`src/sv/etsc_pkg.sv`:
```
// ---------------------------------------------------------------------------
// Expression token scanner package
// Shared word types, token kind codes and character and keyword helper functions.
// ---------------------------------------------------------------------------
package etsc_pkg;

	localparam int POS_BITS = 16;
	localparam int VAL_BITS = 32;
	localparam int KIND_BITS = 6;
	localparam int KW_COUNT = 23;
	localparam int KW_MAX_LEN = 21;
	localparam int KW_IDX_BITS = $clog2(KW_MAX_LEN);

	localparam logic [KIND_BITS-1:0] K_END        = 6'd0;
	localparam logic [KIND_BITS-1:0] K_PLUS       = 6'd1;
	localparam logic [KIND_BITS-1:0] K_MINUS      = 6'd2;
	localparam logic [KIND_BITS-1:0] K_SLASH      = 6'd3;
	localparam logic [KIND_BITS-1:0] K_STAR       = 6'd4;
	localparam logic [KIND_BITS-1:0] K_CARET      = 6'd5;
	localparam logic [KIND_BITS-1:0] K_COMMA      = 6'd6;
	localparam logic [KIND_BITS-1:0] K_LPAREN     = 6'd7;
	localparam logic [KIND_BITS-1:0] K_RPAREN     = 6'd8;
	localparam logic [KIND_BITS-1:0] K_EQUAL      = 6'd9;
	localparam logic [KIND_BITS-1:0] K_INT        = 6'd10;
	localparam logic [KIND_BITS-1:0] K_FLOAT      = 6'd11;
	localparam logic [KIND_BITS-1:0] K_NAME       = 6'd12;
	localparam logic [KIND_BITS-1:0] K_STRING     = 6'd13;
	localparam logic [KIND_BITS-1:0] K_BAD_NUMBER = 6'd14;
	localparam logic [KIND_BITS-1:0] K_BAD_STRING = 6'd15;
	localparam logic [KIND_BITS-1:0] K_BAD_CHAR   = 6'd16;
	localparam logic [KIND_BITS-1:0] K_KEYWORD0   = 6'd17;
	localparam logic [KIND_BITS-1:0] K_LAST_KIND  = 6'd39;

	typedef struct packed {
		logic [7:0] char_code;
		logic       end_of_text;
	} in_word_t;

	typedef struct packed {
		logic [KIND_BITS-1:0]       token_kind;
		logic [POS_BITS-1:0]        token_start;
		logic [POS_BITS-1:0]        token_length;
		logic signed [VAL_BITS-1:0] int_value;
		logic                       last_of_item;
	} out_word_t;

	// Tokens produced by one accepted word, handed to the output queue.
	typedef struct packed {
		logic [1:0] count;
		out_word_t  tok0;
		out_word_t  tok1;
	} push_t;

	// Keywords in lower case, right-justified.
	localparam logic [8*KW_MAX_LEN-1:0] KW_TEXT [KW_COUNT] = '{
		"pi", "e", "t", "ln", "log10", "triangular", "uniform", "normal",
		"negativeexponential", "normalbivariates", "rankcorrelate", "grow",
		"decay", "standarddeviation", "mean", "median", "correlation",
		"rankcorrelation", "percentilebounds", "regression",
		"regressionpercentiles", "valstocsv", "histogramize"
	};
	localparam logic [KW_IDX_BITS-1:0] KW_LEN [KW_COUNT] = '{
		5'd2, 5'd1, 5'd1, 5'd2, 5'd5, 5'd10, 5'd7, 5'd6, 5'd19, 5'd16, 5'd13,
		5'd4, 5'd5, 5'd17, 5'd4, 5'd6, 5'd11, 5'd15, 5'd16, 5'd10, 5'd21,
		5'd9, 5'd12
	};

	function automatic logic is_digit(input logic [7:0] c);
		return (c >= "0") && (c <= "9");
	endfunction

	function automatic logic is_alpha(input logic [7:0] c);
		return ((c >= "a") && (c <= "z")) || ((c >= "A") && (c <= "Z"));
	endfunction

	function automatic logic is_space(input logic [7:0] c);
		return (c == " ") || ((c >= 8'd9) && (c <= 8'd13));
	endfunction

	function automatic logic [7:0] to_lower(input logic [7:0] c);
		return ((c >= "A") && (c <= "Z")) ? c + 8'd32 : c;
	endfunction

	function automatic logic [POS_BITS-1:0] sat_inc(input logic [POS_BITS-1:0] v);
		return (&v) ? v : v + 1'b1;
	endfunction

	// Drops every keyword that is too short for index i or whose character at index i differs from c.
	function automatic logic [KW_COUNT-1:0] narrow(input logic [KW_COUNT-1:0] cand,
			input logic [POS_BITS-1:0] i, input logic [7:0] c);
		logic [KW_COUNT-1:0] r;
		logic [KW_IDX_BITS-1:0] idx;
		r = cand;
		for (int k = 0; k < KW_COUNT; k++) begin
			idx = KW_LEN[k] - 1'b1 - i[KW_IDX_BITS-1:0];
			if (i >= POS_BITS'(KW_LEN[k]))
				r[k] = 1'b0;
			else if (KW_TEXT[k][8*idx +: 8] != to_lower(c))
				r[k] = 1'b0;
		end
		return r;
	endfunction

	// First keyword still matching whose length equals the name length.
	function automatic logic [KIND_BITS-1:0] name_kind(input logic [KW_COUNT-1:0] cand,
			input logic [POS_BITS-1:0] len);
		logic [KIND_BITS-1:0] r;
		r = K_NAME;
		for (int k = KW_COUNT - 1; k >= 0; k--)
			if (cand[k] && (len == POS_BITS'(KW_LEN[k])))
				r = K_KEYWORD0 + KIND_BITS'(k);
		return r;
	endfunction

endpackage

```
`src/sv/etsc_core.sv`:
```
// ---------------------------------------------------------------------------
// Expression token scanner core
// Scanner state and the single-pass next-state and token logic.
// ---------------------------------------------------------------------------
module etsc_core (
	input  logic              clk,
	input  logic              arst_n,
	input  logic              fire,
	input  etsc_pkg::in_word_t in_word,
	input  logic              cfg_wr_en,
	input  logic              cfg_wr_data,
	output etsc_pkg::push_t   push
);
	import etsc_pkg::*;

	typedef enum logic [3:0] {
		M_IDLE, M_MINUS, M_INT, M_DOT, M_EXP_START, M_EXP_SIGN, M_EXP_DIGITS,
		M_NAME, M_STRING, M_ERROR
	} mode_t;

	typedef struct packed {
		mode_t                 mode;
		logic [POS_BITS-1:0]   text_pos;
		logic [POS_BITS-1:0]   start_pos;
		logic [POS_BITS-1:0]   len;
		logic [VAL_BITS-1:0]   acc;
		logic                  neg;
		logic                  seen_int;
		logic                  seen_frac;
		logic [KW_COUNT-1:0]   kw;
	} scan_st_t;

	localparam scan_st_t ST_RESET = '{mode: M_IDLE, text_pos: '0, start_pos: '0,
		len: '0, acc: '0, neg: 1'b0, seen_int: 1'b0, seen_frac: 1'b0, kw: '1};
	localparam logic [VAL_BITS-1:0] LIM = VAL_BITS'(1) << (VAL_BITS - 1);

	scan_st_t st_q, nx;
	logic     allow_minus_q;
	out_word_t tok [2];
	logic [1:0] n;
	logic       again;
	logic [7:0] c;
	logic [POS_BITS-1:0] pos;

	function automatic out_word_t mk(input logic [KIND_BITS-1:0] k,
			input logic [POS_BITS-1:0] s, input logic [POS_BITS-1:0] l,
			input logic [VAL_BITS-1:0] v);
		out_word_t t;
		t.token_kind = k;
		t.token_start = s;
		t.token_length = l;
		t.int_value = v;
		t.last_of_item = 1'b0;
		return t;
	endfunction

	// Decimal accumulate with saturation at the magnitude limit.
	function automatic logic [VAL_BITS-1:0] add_digit(input logic [VAL_BITS-1:0] a,
			input logic [7:0] d);
		logic [VAL_BITS+3:0] p;
		p = {a, 3'b000} + {2'b00, a, 1'b0} + (VAL_BITS+4)'(d - "0");
		return (p > (VAL_BITS+4)'(LIM)) ? LIM : p[VAL_BITS-1:0];
	endfunction

	function automatic logic [VAL_BITS-1:0] int_result(input logic [VAL_BITS-1:0] a,
			input logic ng);
		if (ng)
			return '0 - a;
		return (a > LIM - 1'b1) ? LIM - 1'b1 : a;
	endfunction

	// Next state and tokens for the word at the input.
	always_comb begin
		nx = st_q;
		n = 2'd0;
		tok[0] = '0;
		tok[1] = '0;
		again = 1'b0;
		c = in_word.char_code;
		pos = st_q.text_pos;
		if (in_word.end_of_text) begin
			case (st_q.mode)
				M_MINUS: begin
					tok[n[0]] = mk(K_MINUS, st_q.start_pos, POS_BITS'(1), '0); n = n + 2'd1;
				end
				M_INT: begin
					tok[n[0]] = mk(K_INT, st_q.start_pos, st_q.len,
						int_result(st_q.acc, st_q.neg));
					n = n + 2'd1;
				end
				M_DOT: begin
					tok[n[0]] = mk((st_q.seen_int || st_q.seen_frac) ? K_FLOAT : K_BAD_NUMBER,
						st_q.start_pos, st_q.len, '0);
					n = n + 2'd1;
				end
				M_EXP_START, M_EXP_SIGN: begin
					tok[n[0]] = mk(K_BAD_NUMBER, st_q.start_pos, st_q.len, '0); n = n + 2'd1;
				end
				M_EXP_DIGITS: begin
					tok[n[0]] = mk(K_FLOAT, st_q.start_pos, st_q.len, '0); n = n + 2'd1;
				end
				M_NAME: begin
					tok[n[0]] = mk(name_kind(st_q.kw, st_q.len), st_q.start_pos, st_q.len, '0);
					n = n + 2'd1;
				end
				M_STRING: begin
					tok[n[0]] = mk(K_BAD_STRING, st_q.start_pos, st_q.len, '0); n = n + 2'd1;
				end
				default: begin
				end
			endcase
			tok[n[0]] = mk(K_END, st_q.text_pos, '0, '0);
			n = n + 2'd1;
			nx = ST_RESET;
		end else begin
			case (st_q.mode)
				M_MINUS: begin
					if (allow_minus_q && is_digit(c)) begin
						nx.neg = 1'b1; nx.acc = add_digit(st_q.acc, c); nx.seen_int = 1'b1;
						nx.len = sat_inc(st_q.len); nx.mode = M_INT;
					end else if (allow_minus_q && c == ".") begin
						nx.neg = 1'b1; nx.len = sat_inc(st_q.len); nx.mode = M_DOT;
					end else begin
						tok[n[0]] = mk(K_MINUS, st_q.start_pos, POS_BITS'(1), '0);
						n = n + 2'd1; again = 1'b1;
					end
				end
				M_INT: begin
					if (is_digit(c)) begin
						nx.acc = add_digit(st_q.acc, c); nx.len = sat_inc(st_q.len);
					end else if (c == ".") begin
						nx.len = sat_inc(st_q.len); nx.mode = M_DOT;
					end else if (c == "e" || c == "E") begin
						nx.len = sat_inc(st_q.len); nx.mode = M_EXP_START;
					end else begin
						tok[n[0]] = mk(K_INT, st_q.start_pos, st_q.len,
							int_result(st_q.acc, st_q.neg));
						n = n + 2'd1; again = 1'b1;
					end
				end
				M_DOT: begin
					if (is_digit(c)) begin
						nx.seen_frac = 1'b1; nx.len = sat_inc(st_q.len);
					end else if (!st_q.seen_int && !st_q.seen_frac) begin
						tok[n[0]] = mk(K_BAD_NUMBER, st_q.start_pos, sat_inc(st_q.len), '0);
						n = n + 2'd1; nx.mode = M_ERROR;
					end else if (c == "e" || c == "E") begin
						nx.len = sat_inc(st_q.len); nx.mode = M_EXP_START;
					end else begin
						tok[n[0]] = mk(K_FLOAT, st_q.start_pos, st_q.len, '0);
						n = n + 2'd1; again = 1'b1;
					end
				end
				M_EXP_START: begin
					if (c == "+" || c == "-") begin
						nx.len = sat_inc(st_q.len); nx.mode = M_EXP_SIGN;
					end else if (is_digit(c)) begin
						nx.len = sat_inc(st_q.len); nx.mode = M_EXP_DIGITS;
					end else begin
						tok[n[0]] = mk(K_BAD_NUMBER, st_q.start_pos, sat_inc(st_q.len), '0);
						n = n + 2'd1; nx.mode = M_ERROR;
					end
				end
				M_EXP_SIGN: begin
					if (is_digit(c)) begin
						nx.len = sat_inc(st_q.len); nx.mode = M_EXP_DIGITS;
					end else begin
						tok[n[0]] = mk(K_BAD_NUMBER, st_q.start_pos, sat_inc(st_q.len), '0);
						n = n + 2'd1; nx.mode = M_ERROR;
					end
				end
				M_EXP_DIGITS: begin
					if (is_digit(c)) begin
						nx.len = sat_inc(st_q.len);
					end else begin
						tok[n[0]] = mk(K_FLOAT, st_q.start_pos, st_q.len, '0);
						n = n + 2'd1; again = 1'b1;
					end
				end
				M_NAME: begin
					if (is_alpha(c) || is_digit(c) || c == "_") begin
						nx.kw = narrow(st_q.kw, st_q.len, c); nx.len = sat_inc(st_q.len);
					end else begin
						tok[n[0]] = mk(name_kind(st_q.kw, st_q.len), st_q.start_pos, st_q.len, '0);
						n = n + 2'd1; again = 1'b1;
					end
				end
				M_STRING: begin
					if (c == "\"") begin
						tok[n[0]] = mk(K_STRING, st_q.start_pos, st_q.len, '0);
						n = n + 2'd1; nx.mode = M_IDLE;
					end else begin
						nx.len = sat_inc(st_q.len);
					end
				end
				M_ERROR: begin
				end
				default: again = 1'b1;
			endcase

			// The byte was not absorbed: it is skipped if it is white space, else it starts a fresh token.
			if (again) begin
				nx.mode = M_IDLE;
				case (c)
					"+": begin tok[n[0]] = mk(K_PLUS, pos, POS_BITS'(1), '0); n = n + 2'd1; end
					"/": begin tok[n[0]] = mk(K_SLASH, pos, POS_BITS'(1), '0); n = n + 2'd1; end
					"*": begin tok[n[0]] = mk(K_STAR, pos, POS_BITS'(1), '0); n = n + 2'd1; end
					"^": begin tok[n[0]] = mk(K_CARET, pos, POS_BITS'(1), '0); n = n + 2'd1; end
					",": begin tok[n[0]] = mk(K_COMMA, pos, POS_BITS'(1), '0); n = n + 2'd1; end
					"(": begin tok[n[0]] = mk(K_LPAREN, pos, POS_BITS'(1), '0); n = n + 2'd1; end
					")": begin tok[n[0]] = mk(K_RPAREN, pos, POS_BITS'(1), '0); n = n + 2'd1; end
					"=": begin tok[n[0]] = mk(K_EQUAL, pos, POS_BITS'(1), '0); n = n + 2'd1; end
					default: begin
						if (is_space(c)) begin
						end else begin
							nx.start_pos = pos;
							nx.len = POS_BITS'(1);
							nx.acc = '0;
							nx.neg = 1'b0;
							nx.seen_int = 1'b0;
							nx.seen_frac = 1'b0;
							if (c == "-") begin
								nx.mode = M_MINUS;
							end else if (is_digit(c)) begin
								nx.mode = M_INT;
								nx.acc = add_digit('0, c);
								nx.seen_int = 1'b1;
							end else if (c == ".") begin
								nx.mode = M_DOT;
							end else if (is_alpha(c)) begin
								nx.mode = M_NAME;
								nx.kw = narrow('1, '0, c);
							end else if (c == "\"") begin
								nx.mode = M_STRING;
								nx.len = '0;
							end else begin
								tok[n[0]] = mk(K_BAD_CHAR, pos, POS_BITS'(1), '0);
								n = n + 2'd1;
								nx.mode = M_ERROR;
							end
						end
					end
				endcase
			end
			nx.text_pos = sat_inc(pos);
		end

		// Mark the final token of this word.
		if (n == 2'd1)
			tok[0].last_of_item = 1'b1;
		else if (n == 2'd2)
			tok[1].last_of_item = 1'b1;
		push.count = fire ? n : 2'd0;
		push.tok0 = tok[0];
		push.tok1 = tok[1];
	end

	// Scanner state and the configuration register.
	always_ff @(posedge clk or negedge arst_n) begin
		if (!arst_n) begin
			st_q <= ST_RESET;
			allow_minus_q <= 1'b1;
		end else begin
			if (fire)
				st_q <= nx;
			if (cfg_wr_en)
				allow_minus_q <= cfg_wr_data;
		end
	end

endmodule

```
`src/sv/etsc_queue.sv`:
```
// ---------------------------------------------------------------------------
// Expression token scanner output queue
// Four-entry token queue taking up to two tokens a cycle.
// ---------------------------------------------------------------------------
module etsc_queue (
	input  logic                clk,
	input  logic                arst_n,
	input  etsc_pkg::push_t     push,
	output logic                full,
	output logic                out_valid,
	input  logic                out_stall,
	output etsc_pkg::out_word_t out_data
);
	import etsc_pkg::*;

	out_word_t  mem [4];
	logic [1:0] wr_q, rd_q;
	logic [2:0] cnt_q;
	logic       pop;

	// Room for two more tokens is needed before a word is taken.
	assign full = cnt_q > 3'd2;
	assign out_valid = cnt_q != 3'd0;
	assign out_data = mem[rd_q];
	assign pop = out_valid && !out_stall;

	// Token storage.
	always_ff @(posedge clk) begin
		if (push.count != 2'd0)
			mem[wr_q] <= push.tok0;
		if (push.count == 2'd2)
			mem[wr_q + 2'd1] <= push.tok1;
	end

	// Pointers and fill count.
	always_ff @(posedge clk or negedge arst_n) begin
		if (!arst_n) begin
			wr_q <= '0;
			rd_q <= '0;
			cnt_q <= '0;
		end else begin
			wr_q <= wr_q + push.count;
			if (pop)
				rd_q <= rd_q + 2'd1;
			cnt_q <= cnt_q + {1'b0, push.count} - {2'b00, pop};
		end
	end

endmodule

```
`src/sv/expression_token_scanner_top.sv`:
```
// ---------------------------------------------------------------------------
// Expression token scanner
// Turns a byte stream of expression text into tokens.
// ---------------------------------------------------------------------------
// Input words carry one text byte or an end-of-text mark; output words carry
// one token (kind, start, length, integer value, last-of-item flag).
// Both channels use valid and stall; a word moves when valid is high and
// stall is low. The scanner takes one input word per cycle while in_stall is
// low. Tokens are written into a four-entry queue as the byte that ends them
// is taken and are offered from the cycle after, once earlier tokens have left.
// A byte that closes one token and forms another yields two tokens; the queue
// drains one token per cycle while out_stall is low. in_stall rises while
// the queue holds three or more tokens, so a stalled receiver stops input
// once at most three more words have produced tokens. Reset empties the
// queue, returns the scanner to idle at position zero and sets allow_minus_q
// to one. The configuration bit is written through cfg_wr_en and cfg_wr_data.
// ---------------------------------------------------------------------------
module expression_token_scanner_top (
	input  logic                clk,
	input  logic                arst_n,
	input  logic                in_valid,
	output logic                in_stall,
	input  etsc_pkg::in_word_t  in_data,
	output logic                out_valid,
	input  logic                out_stall,
	output etsc_pkg::out_word_t out_data,
	input  logic                cfg_wr_en,
	input  logic                cfg_wr_data
);
	import etsc_pkg::*;

	push_t push;
	logic  full;
	logic  fire;

	// An input word is taken whenever the queue has room for two tokens.
	assign in_stall = full;
	assign fire = in_valid && !full;

	etsc_core u_core (
		.clk        (clk),
		.arst_n     (arst_n),
		.fire       (fire),
		.in_word    (in_data),
		.cfg_wr_en  (cfg_wr_en),
		.cfg_wr_data(cfg_wr_data),
		.push       (push)
	);

	etsc_queue u_queue (
		.clk      (clk),
		.arst_n   (arst_n),
		.push     (push),
		.full     (full),
		.out_valid(out_valid),
		.out_stall(out_stall),
		.out_data (out_data)
	);

endmodule

```
`config.mk`:
```
export PLATFORM = sky130hd
export DESIGN_NAME = expression_token_scanner_top
export DESIGN_NICKNAME = d
export VERILOG_FILES = /design/src/sv/etsc_pkg.sv /design/src/sv/etsc_core.sv /design/src/sv/etsc_queue.sv /design/src/sv/expression_token_scanner_top.sv
export SDC_FILE = /design/constraint.sdc
export NUM_CORES = 1
export LEC_CHECK = 0
export ABC_AREA = 1
export BUFFER_PORTS_ARGS = -buffer_cell sky130_fd_sc_hd__buf_2
export CAP_MARGIN = 20
export CORE_UTILIZATION = 54
export DETAILED_ROUTE_END_ITERATION = 8
export PLACE_DENSITY = 0.71
export SLEW_MARGIN = 20
export SYNTH_ARGS = -nofsm -noshare
export SYNTH_HDL_FRONTEND = slang
export SYNTH_SLANG_ARGS = --single-unit
```
`constraint.sdc`:
```
create_clock -name clk -period 14.4 [get_ports clk]
set_input_delay 2.88 -clock clk [delete_from_list [all_inputs] [get_ports clk]]
set_output_delay 2.88 -clock clk [all_outputs]
set_load 0.02 [all_outputs]
```
=== Word level (Yosys, flattened, before mapping) ===
Memory sizes are Yosys's and may differ from the RTL's.
Index checks and enable logic that the tools add are counted.
W data, S select, Z words.

* Bits in registers: 118
* Bits of input ports: 15
* Output and inout port bits: 73
* Logic and storage cells: 489
* Bits in writable memories: 284
* Memories: 1

{| class="wikitable"
|+ Memory list
! memory !! words !! width !! rd ports !! clocked after Yosys merged registers in !! write ports !! line !! RTL
|-
| u_queue.mem || 4 || 71 || 1 || 0 || 2 || etsc_queue.sv:16 || <nowiki>out_word_t mem [4];</nowiki>
|}

* Multiplexer cells: 242
* Add/subtract/negate cells: 30
* Shift operators: 23
* Reduce and logical (&&, ||, !) cells: 59
* Bitwise operators: 2
* Order comparisons: 32
* Eq/ne operators: 87

{| class="wikitable"
|+ Operators with widths
! cell !! count
|-
| $shiftx A168 B9 Y8 const A || 23
|-
| $bwmux W142 || 10
|-
| $mux W142 || 8
|-
| $pmux W142 S8 || 1
|-
| $mux W71 || 11
|-
| $pmux W71 S8 || 1
|-
| $pmux W71 S7 || 1
|-
| $mux W69 || 5
|-
| $mux W32 || 9
|-
| $mux W90 || 3
|-
| $mux W16 || 16
|-
| $ne A8 B8 Y1 || 23
|-
| $demux W71 S1 || 2
|-
| $mux W23 || 6
|-
| $mux W6 || 23
|-
| $ne A7 B8 Y1 const A || 14
|-
| $pmux W16 S7 || 1
|-
| $mux W110 || 1
|-
| $mux W1 || 100
|-
| $eq A16 B4 Y1 const B || 6
|-
| $ge A16 B4 Y1 const B || 6
|-
| $eq A8 B6 Y1 const B || 11
|-
| $gt A36 B32 Y1 const B || 2
|-
| $mux W4 || 17
|-
| 68 further kinds || 175
|}

=== Logic depth before layout (Yosys ltp) ===
* Word-level depth: 40
* Mapped depth: 36
* Mapped depth without buffers: 34

=== By module ===
Synthesis repeated with hierarchy kept, for this count alone.

* Cells, all modules: 4863
* Area, all modules: 33856.2 µm²

{| class="wikitable"
|+ By module, submodules not included
! module !! instances !! area each (µm²) !! cells an instance !! seq. area each (µm²)
|-
| etsc_core || 1 || 18378.9 || 2960 || 2807.7
|-
| etsc_queue || 1 || 15467.3 || 1901 || 8703.3
|-
| expression_token_scanner_top || 1 || 10.0 || 2 || 0.0
|}

=== Worst setup path before layout ===
No wires, ideal clock.

* Path type: input port to flip-flop
* From: input in_data[5] (netlist bit)
* To: memory u_queue.mem[0][0] (netlist bit) (enable)
* Data required time: 13.891 ns
* Setup time: 0.509 ns
* Stages on the path: 29
* Buffers on the path: 3
* Arrival time: 9.253 ns
* Slack: 4.639 ns
* Cells stage by stage: inv_2 buf_1 ha_1 inv_1 nor2_4 inv_2 nor2_2 inv_2 nor2_2 nor2_1 nand2_1 nand2_2 inv_2 nand2_1 nand2_2 inv_2 nor2_1 nand2_1 clkbuf_1 buf_1 ha_1 o21ai_0 nand2_1 a21oi_2 o21ai_2 nand2_2 o21ai_0 inv_1 o21ai_1

{| class="wikitable"
|+ RTL lines
! item !! line !! RTL
|-
| start, declared || expression_token_scanner_top.sv:23 || <nowiki>input etsc_pkg::in_word_t in_data,</nowiki>
|-
| end, declared || etsc_queue.sv:16 ||
|}

==> qor.yml <==
outcome: "finished, final reports clean"
worst_pin_slew_ns: 1.17
fp.coreArea_um2: 55500
p_leak_nw: 15.0
antenna_cells: 0
rsz0062_at_grt: "false"
slew_headroom_pct: 21.2
routed_wl_um: 100000
fin_cells: 4964
drv_cap: 0
cts_setup_buffers: 0
htreeDepth: 2
cts_resized: 0
async_flop_share_pct: 29.4
synthCells: 4223
drt_iter0_markers: 3547
place_area_um2: 31400
max_freq_mhz: 116
portBuffers: 87
ys_warn_count: 0
finalCritPeriodShare_pct: 59.8
cts_tree: "yes"
path_common_cell: "nand2_2"
hold_slack_ns: 0.462
worstSetupStartpointType: "input pin"
seq_area_frac_synth_pct: 37.6
clk_pin_slew_ns: 0.06
insertion_delay_ns: 0.58
root_buffer: "clkbuf_16"
finalInstanceArea_um2: 32800
end_kind: "register"
hold_buffers: 0
die_y_um: 240
grtUsageTotal_pct: 34.7
gp_congestion: 1.04
die_w_um: 240
path_max_fanout: 77
ys_ff_latch: 402
drive_gt1_share_pct: 8.89
ys.flop_type: "edfxtp_1"
slowest_stage: "buf_4"
peakVddDrop_mv: 0.134
wl_per_cell_um: 20.2
layout_commonest_cell: "nand2_1"
power.density_nw_per_um2: 172
cts.path.max_buffers: 3
antenna_found_initial: 0
worst_path_largest_cell_delay_ns: 0.67
ant_nets: 0
setup_viol: 0
start_util_pct: 55.2
synth_edf_count: 284
post-place-ws_ns: 5.27
dpl.hpwl_um: 70600
syn_area_um2: 30600
cts.sinks: 402
hold_class: "register to register"
grt_overflow_total: 0
syn_avg_cell_area_um2: 7.25
setup_ws_ns: 5.79
ios: 88
finalCriticalPeriod_ns: 8.61
dr_total_vias: 29638
first_pass_iters: 6
grt_pass1_wl_um: 156000
fin_setup_tns_ns: 0
fp-row-count: 86
via_per_inst: 5.97
final_util_pct: 59.0
synth_cell_types: 67
layout_common_cells: "nand2_1 (895), nor2_1 (504), inv_1 (497)"
crit_arrival_ns: 8.82
design_power_total_mw: 5.63
die_area_um2: 57700
cts_buffers: 43
drv_slew: 0
syn2layout_area_growth_pct: 6.93
crit_type: "input pin to register"
dp_cells: 4886
hold_viol_final: 0
syn_nets: 4356
crit_required_ns: 14.61
grt_max_degree: 81
nNetsFinal: 4317
grt_pass1_vias: 26910
drcViolationCount: 0
final.setup_skew_ns: 0.0146
## cell usage after synthesis (12+ instances only)
| cell type | instances | area [um^2] |
|---|---|---|
| o211ai_1 | 38 | 285 |
| buf_6 | 17 | 191 |
| inv_2 | 93 | 349 |
| o21ai_1 | 61 | 305 |
| dfrtp_1 | 94 | 2350 |
| nor2_2 | 12 | 75.1 |
| xnor2_1 | 15 | 131 |
| nor4_1 | 27 | 169 |
| nand2_2 | 13 | 81.3 |
| nor2_1 | 507 | 1900 |
| nor3_1 | 65 | 325 |
| a32oi_1 | 16 | 140 |
| or2_2 | 15 | 93.8 |
| buf_1 | 12 | 45.0 |
| xor2_1 | 81 | 709 |
| clkbuf_1 | 155 | 582 |
| inv_1 | 500 | 1880 |
| o221ai_1 | 12 | 105 |
| o21ai_0 | 440 | 2200 |
| nand2_1 | 895 | 3360 |
| a21oi_1 | 176 | 881 |
| a31oi_1 | 25 | 156 |
| dfstp_2 | 24 | 631 |
| fa_1 | 32 | 641 |
| edfxtp_1 | 284 | 8530 |
| a211oi_1 | 15 | 113 |
| buf_2 | 23 | 115 |
| a22oi_1 | 27 | 203 |
| ha_1 | 86 | 1080 |
| nand3_1 | 152 | 761 |
| o22ai_1 | 115 | 719 |
| o2111ai_1 | 14 | 123 |
| nand4_1 | 81 | 507 |
## logic make-up (layout without fill, tap and decap cells)
| logic type | Yosys count | after routing | synth area share [%] |
|---|---|---|---|
| and+or+nand+nor | 1786 | 1786 | 24.5 |
| xor gates and xnor gates | 96 | 96 | 2.74 |
| AOI/OAI and AO/OA | 1007 | 1007 | 19.0 |
| DFF | 402 | 402 | 37.6 |
| adders and majority gates | 118 | 118 | 5.60 |
| buffers and inverters | 813 | 806 | 10.5 |
| muxes | 1 | 1 | 0.0327 |
## metal layers
metal  wire length [um]  up-vias  GRT usage [%]
met4               3780        0           12.5
met5                  0        -              0
met1              42900    13739           49.0
met3               9010      265           4.98
met2              44500     1504           54.2
li1                   -    14130              -
## final timing paths
| path | start | endpoint | slack (ns) | depth (start not counted) |
|---|---|---|---|---|
| max | in_data[4] | u_queue.mem[1][62]$_DFFE_PP_ | 5.79 | 26 |
| min | u_core.st_q[0]$_DFFE_PN1P_ | u_core.st_q[0]$_DFFE_PN1P_ | 0.46 | 2 |
| max reg2reg | u_core.st_q[108]$_DFFE_PN0P_ | u_queue.mem[1][62]$_DFFE_PP_ | 8.74 | 24 |
| min reg2reg | u_core.st_q[0]$_DFFE_PN1P_ | u_core.st_q[0]$_DFFE_PN1P_ | 0.46 | 2 |
| max in group asynchronous | arst_n | u_core.st_q[56]$_DFFE_PN0P_ | 10.63 | 2 |
| min in group asynchronous | arst_n | u_core.st_q[75]$_DFFE_PN0P_ | 2.37 | 1 |
## critical path, delay by kind of cell
family                   cells  cell delay, ns
AO/OA/AOI/OAI                6            1.26
adder cells (fa/ha/maj)      1            0.30
AND/OR/NAND/NOR             11            1.33
buffers and inverters        8            2.96
## final cells by class
cell class              instances  area (um^2)
multi-input cells            3008        16000
clock buffers                  57         1140
well taps                     748          936
clock inverters                20          170
fillers                      5245        22800
flip-flops and latches        402        11500
repair buffers                126          758
inverters                     603         2270
## flip-flops by register name, summed over array words and instances (netlist names)
name,cells
u_queue.wr_q,2
u_core.allow_minus_q,1
u_queue.mem,284
u_core.pos,16
u_core.st_q,94
u_queue.cnt_q,3
u_queue.rd_q,2
## power breakdown
group	switching (mW)	internal (mW)
Combinational	2.12	0.788
Clock	0.465	0.579
Sequential	0.127	1.55
Total	2.72	2.92
Note: power is estimated with default switching activity, not from simulation.
